File: config.mk
export PLATFORM = sky130hd
export DESIGN_NAME = life_row_generation_step
export DESIGN_NICKNAME = d
export VERILOG_FILES = /design/src/rtl/core/lgs_pkg.sv /design/src/rtl/core/lgs_window.sv /design/src/rtl/core/lgs_lane.sv /design/src/rtl/core/lgs_merge.sv /design/src/rtl/core/life_row_generation_step.sv
export SDC_FILE = /design/constraint.sdc
export NUM_CORES = 1
export LEC_CHECK = 0
export BUFFER_PORTS_ARGS = -buffer_cell sky130_fd_sc_hd__clkbuf_2
export CORE_MARGIN = 2
export CORE_UTILIZATION = 45
export DETAILED_ROUTE_END_ITERATION = 6
export PLACE_DENSITY = 0.72
export SETUP_SLACK_MARGIN = 0.1
export SYNTH_ARGS = -nofsm -noshare
export SYNTH_HDL_FRONTEND = slang
export SYNTH_SLANG_ARGS = --single-unit
File: constraint.sdc
create_clock -name clock -period 4.14 [get_ports clock]
set_input_delay 0 -clock clock [delete_from_list [all_inputs] [get_ports clock]]
set_output_delay 0 -clock clock [all_outputs]
set_load 0.02 [all_outputs]
File: src/rtl/core/lgs_pkg.sv
// Shared constants and types for the life row generation step block.
package lgs_pkg;

   localparam int ROW_WIDTH = 16;
   localparam int HELD_WIDTH = 2;
   localparam int COUNT_WIDTH = 4;
   localparam logic [COUNT_WIDTH-1:0] BIRTH_COUNT = COUNT_WIDTH'(3);
   localparam logic [COUNT_WIDTH-1:0] STAY_COUNT = COUNT_WIDTH'(2);
   localparam logic [HELD_WIDTH-1:0] FULL_HELD = HELD_WIDTH'(2);

   typedef logic [ROW_WIDTH-1:0] row_type;

   typedef struct packed {
      row_type upper;
      row_type middle;
      row_type chance;
      logic    full;
   } window_type;

endpackage

File: src/rtl/core/lgs_window.sv
// Three-row window: holds the two previous rows, the chance bits of the middle row and the row count.
module lgs_window (
   input  logic               clock,
   input  logic               reset,
   input  logic               take,
   input  logic               start,
   input  lgs_pkg::row_type   row,
   input  lgs_pkg::row_type   chance,
   output lgs_pkg::window_type win
);
   import lgs_pkg::*;

   row_type                upper_ff, upper_in;
   row_type                middle_ff, middle_in;
   row_type                chance_ff, chance_in;
   logic [HELD_WIDTH-1:0]  held_ff, held_in;
   logic [HELD_WIDTH-1:0]  held_base;

   always_comb begin
      held_base = start ? '0 : held_ff;
      upper_in  = upper_ff;
      middle_in = middle_ff;
      chance_in = chance_ff;
      held_in   = held_ff;
      if (take) begin
         upper_in  = start ? '0 : middle_ff;
         middle_in = row;
         chance_in = chance;
         held_in   = (held_base >= FULL_HELD) ? FULL_HELD : held_base + HELD_WIDTH'(1);
      end
   end

   always_ff @(posedge clock) begin
      if (reset) begin
         upper_ff  <= '0;
         middle_ff <= '0;
         chance_ff <= '0;
         held_ff   <= '0;
      end else begin
         upper_ff  <= upper_in;
         middle_ff <= middle_in;
         chance_ff <= chance_in;
         held_ff   <= held_in;
      end
   end

   assign win.upper  = upper_ff;
   assign win.middle = middle_ff;
   assign win.chance = chance_ff;
   assign win.full   = (held_ff >= FULL_HELD);

endmodule

File: src/rtl/core/lgs_lane.sv
// One cell lane: neighbour count and B3/S23 rule with chance gating.
module lgs_lane (
   input  logic [2:0] up,
   input  logic [2:0] mid,
   input  logic [2:0] low,
   input  logic       chance,
   output logic       next
);
   import lgs_pkg::*;

   logic [COUNT_WIDTH-1:0] count;

   always_comb begin
      count = COUNT_WIDTH'(up[0]) + COUNT_WIDTH'(up[1]) + COUNT_WIDTH'(up[2])
            + COUNT_WIDTH'(mid[0]) + COUNT_WIDTH'(mid[2])
            + COUNT_WIDTH'(low[0]) + COUNT_WIDTH'(low[1]) + COUNT_WIDTH'(low[2]);
      next = chance & ((count == BIRTH_COUNT) | (mid[1] & (count == STAY_COUNT)));
   end

endmodule

File: src/rtl/core/lgs_merge.sv
// Merge stage: gathers the lane outputs into the registered result row.
module lgs_merge (
   input  logic             clock,
   input  logic             reset,
   input  logic             take,
   input  logic             emit,
   input  lgs_pkg::row_type lanes,
   input  logic             rsp_stall,
   output logic             rsp_valid,
   output lgs_pkg::row_type rsp_next_row,
   output logic             busy
);
   import lgs_pkg::*;

   logic    valid_ff, valid_in;
   row_type row_ff, row_in;

   always_comb begin
      valid_in = valid_ff;
      row_in   = row_ff;
      if (take && emit) begin
         valid_in = 1'b1;
         row_in   = lanes;
      end else if (!rsp_stall) begin
         valid_in = 1'b0;
      end
   end

   always_ff @(posedge clock) begin
      if (reset) begin
         valid_ff <= 1'b0;
      end else begin
         valid_ff <= valid_in;
      end
   end

   always_ff @(posedge clock) begin
      row_ff <= row_in;
   end

   assign rsp_valid    = valid_ff;
   assign rsp_next_row = row_ff;
   assign busy         = valid_ff & rsp_stall;

endmodule

File: src/rtl/core/life_row_generation_step.sv
// Top level of the life row generation step: window, cell lanes and merge stage.
//
//   channel  direction  transfer when          payload
//   req      in         req_valid & !req_stall row_cells, chance_mask, start_of_board
//   rsp      out        rsp_valid & !rsp_stall next_row
//
// One row per cycle unless req_stall is high; parallel lanes update all cells of a row.
// A result is registered from the row that completes a full window and appears in the cycle after.
// Reset is synchronous, active high, and empties the window and the result register.
// req_stall rises only while a result is held and rsp_stall is high.
module life_row_generation_step (
   input  logic             clock,
   input  logic             reset,
   input  logic             req_valid,
   output logic             req_stall,
   input  lgs_pkg::row_type req_row_cells,
   input  lgs_pkg::row_type req_chance_mask,
   input  logic             req_start_of_board,
   output logic             rsp_valid,
   input  logic             rsp_stall,
   output lgs_pkg::row_type rsp_next_row
);
   import lgs_pkg::*;

   window_type win;
   row_type    lanes;
   logic       take;
   logic       emit;
   logic       busy;

   assign req_stall = busy;
   assign take      = req_valid & ~busy;
   assign emit      = win.full & ~req_start_of_board;

   lgs_window u_window (
      .clock  (clock),
      .reset  (reset),
      .take   (take),
      .start  (req_start_of_board),
      .row    (req_row_cells),
      .chance (req_chance_mask),
      .win    (win)
   );

   for (genvar j = 0; j < ROW_WIDTH; j++) begin : g_lane
      localparam int L = (j == 0) ? ROW_WIDTH - 1 : j - 1;
      localparam int R = (j == ROW_WIDTH - 1) ? 0 : j + 1;
      lgs_lane u_lane (
         .up     ({win.upper[R], win.upper[j], win.upper[L]}),
         .mid    ({win.middle[R], win.middle[j], win.middle[L]}),
         .low    ({req_row_cells[R], req_row_cells[j], req_row_cells[L]}),
         .chance (win.chance[j]),
         .next   (lanes[j])
      );
   end

   lgs_merge u_merge (
      .clock        (clock),
      .reset        (reset),
      .take         (take),
      .emit         (emit),
      .lanes        (lanes),
      .rsp_stall    (rsp_stall),
      .rsp_valid    (rsp_valid),
      .rsp_next_row (rsp_next_row),
      .busy         (busy)
   );

endmodule
==> impl_metrics.toml <==
[pwr]
vdd_drop_max_mv = 0.210
pwr-share-clk_pct = 37.7
p_int_mw = 1.31
p_comb_share_pct = 23.7
p_sw_mw = 0.541
switching_share_pct = 29.2
leakagePower_nw = 2.98
power.share.sequential_pct = 38.6
power.density_mw_per_mm2 = 296

[setup_path]
cp.buffers_inverters = 3
required_ps = 4240
path_cells = "ha_1 > inv_1 > fa_1 > fa_1 > inv_1 > fa_1 > inv_1 > fa_1 > nand2b_1 > a2111oi_0"
path_class = "flop to flop"
arrival_ps = 3420
cp_max_fo = 4
cpLargestDelayFamily = "adder cells"
crit_top_cell = "fa_1"
cp-start-kind = "flop"
cpPeakStageDelay_ps = 500
critPathSlowestCell = "fa_1"
endpoint_kind = "flop"

[yosys]
synth.net_count = 738
syn_avg_cell_area_um2 = 8.90
ys.warnings.count = 0
synth.largest_area_cell = "fa_1"
netlist_instances = 589
yosysUniqueCellTypes = 26
synth_top_area_share_pct = 24.4
synth.top_cells.by_area = "fa_1, dfxtp_1, ha_1"
synth_seq_cells = 67
syn-cell-area_mm2 = 0.00525
synth-seq-area-share_pct = 28.6

[die]
rows = 39
core_mm2 = 0.0114
die_x_um = 112
die_area_mm2 = 0.0125
start_util_pct = 45.9
fp.dieH_um = 112
ios = 55

[timing]
hold_viol_final = 0
setup_violations = 0
rsz0062_at_grt = "false"
tns_ps = 0
max_clock_freq_mhz = 301
fin_crit_sh_pct = 80.3
tightest_slew_ps = 1140
maxSlewViolCount = 0
min_period_ps = 3320
relSlewSlack_pct = 23.7
fin_worst_skew_ps = 6.54

[clocking]
cts_sinks = 67
tritoncts = "yes"
numCtsBuffers = 9
clk_latency_ps = 340
cts_setup_buffers = 0
clockBufferDepth = 2
htree_num_levels = 3
cts_root_buffer = "clkbuf_16"
path_clk_slew_ps = 60

[grt]
grt_pass1_vias = 4437
grt_overflow = 0
grt_max_degree = 65
grt_pass1_wl_mm = 19.7
antenna_found_initial = 0
track_usage_pct = 19.6

[route]
drt-wirelength-per-cell_um = 13.9
drt_iter0_drc = 197
dr.pass1.iters = 5
ant_nets = 0
dr_total_vias = 4093
viasPerCell = 4.99
route.detailed.drc = 0
wl_mm = 11.4

[run]
cap_violations = 0

[finish]
syn_to_final_growth_pct = 19.0
seqCellArea_mm2 = 0.00150
antennaDiodeCount = 0
layout.cells.non_filler = 821
filler_cell_count = 1036
final_layout_size_suffix_gt1_share_pct = 10.2
multi_input_area_mm2 = 0.00313
nets = 822

[placement]
post-place-cells = 771
globalplace.congestion = 0.814
port_buffers = 54
hpwl_mm = 8.34

[worst_hold_path]
hold_path.class = "input port to flop"

[outcome]
outcome = "finished clean"
path summary, 6_finish.rpt:
path / startpoint / end / slack (ps) / depth (start not counted)
setup / recovery: u_window.upper_ff[11]$_SDFFE_PP0P_ / u_merge.rsp_next_row[12]$_DFFE_PP_ / 820 / 10
hold reg to reg: u_window.chance_ff[5]$_SDFFE_PP0P_ / u_window.chance_ff[5]$_SDFFE_PP0P_ / 450 / 2
setup reg to reg: u_window.upper_ff[11]$_SDFFE_PP0P_ / u_merge.rsp_next_row[12]$_DFFE_PP_ / 820 / 10
hold / removal: req_start_of_board / u_window.held_ff[1]$_SDFFE_PP0P_ / 190 / 2
cell families after synthesis:
| group | count (synthesis) | share of synthesized area (%) |
|---|---|---|
| adders and majority gates | 112 | 35.9 |
| DFF | 67 | 28.6 |
| AOI/OAI and AO/OA | 75 | 8.21 |
| and+or+nand+nor | 172 | 15.3 |
| buffers and inverters | 163 | 12.0 |
synthesized netlist by cell type:
master,number
buf_6,1
inv_1,146
nor3_1,2
a21oi_1,53
a21boi_2,1
o221ai_1,1
nor3b_1,1
nand2_1,95
nand3b_1,4
nand2b_1,3
a211oi_1,1
nor2_1,28
fa_1,64
clkbuf_1,8
dfxtp_1,51
nor4b_1,12
a31oi_1,14
buf_2,8
a2111oi_0,2
a21bo_4,1
ha_1,48
nor2b_1,13
a211o_1,1
edfxtp_1,16
o211ai_1,1
or3_1,14
flip-flops by register name (all words and copies together) (netlist names):
register,cells
u_merge.rsp_next_row,16
u_window.middle_ff,16
u_window.upper_ff,16
u_window.held_ff,2
u_merge.rsp_valid,1
u_window.chance_ff,16
cell usage in the layout, fill, tap and decap left out, types with 2 or more instances in the layout:
cell type and instances:
a2111oi_0 2, dlygate4sd3_1 34, a31oi_1 14, fa_1 64
nor3_1 2, dfxtp_1 51, nor4b_1 12, inv_1 146
clkbuf_1 6, ha_1 48, nand2_1 95, nand2b_1 3
a21oi_1 53, nor2_1 28, clkbuf_2 54, edfxtp_1 16
nor2b_1 13, nand3b_1 4, or3_1 14, clkbuf_16 9
buf_4 2
through the flow:
step                cell area (um^2)  worst slack, ps  power, mW  hold slack, ps  util, %
global route                    6240              617       1.97             201     54.7
global placement                5640             1050       1.10             222     49.4
detailed placement              5640              829       1.14             229     49.4
floorplan                       5250             1090       1.02             136        -
finish                          6240              817       1.85             187     54.7
CTS                             6240              799       1.87             172     54.7
repair_timing:
item | CTS | global route
endpoints found under the hold margin | 33 | 0
endpoints found under the setup margin | 0 | 0
gates resized for setup | 0 | 0
hold buffers | 34 | 0
cell type report:
class | count | share of cell area (%)
clock buffer | 16 | 4.19
inverter | 146 | 8.78
multi-input combinational | 359 | 50.1
sequential | 67 | 24.1
tap | 143 | 2.87
timing repair buffer | 90 | 10.0
layer usage:
metal | vias to the layer above | share of wire, % | track usage (%)
li1 | 1991 | - | -
met1 | 1996 | 44 | 23.2
met2 | 77 | 50 | 34.1
met3 | 29 | 3.5 | 4.46
met4 | 0 | 2.9 | 8.54
met5 | - | 0 | 0
power by group through the flow:
stage	combinational, mW	sequential (mW)	clock (mW)
6_report	0.438	0.714	0.696
3_5_place_dp	0.415	0.728	0
3_3_place_gp	0.375	0.727	0
5_1_grt	0.509	0.718	0.741
4_1_cts	0.444	0.715	0.713
2_1_floorplan	0.302	0.722	0
Power figures use the tool's default switching activity.
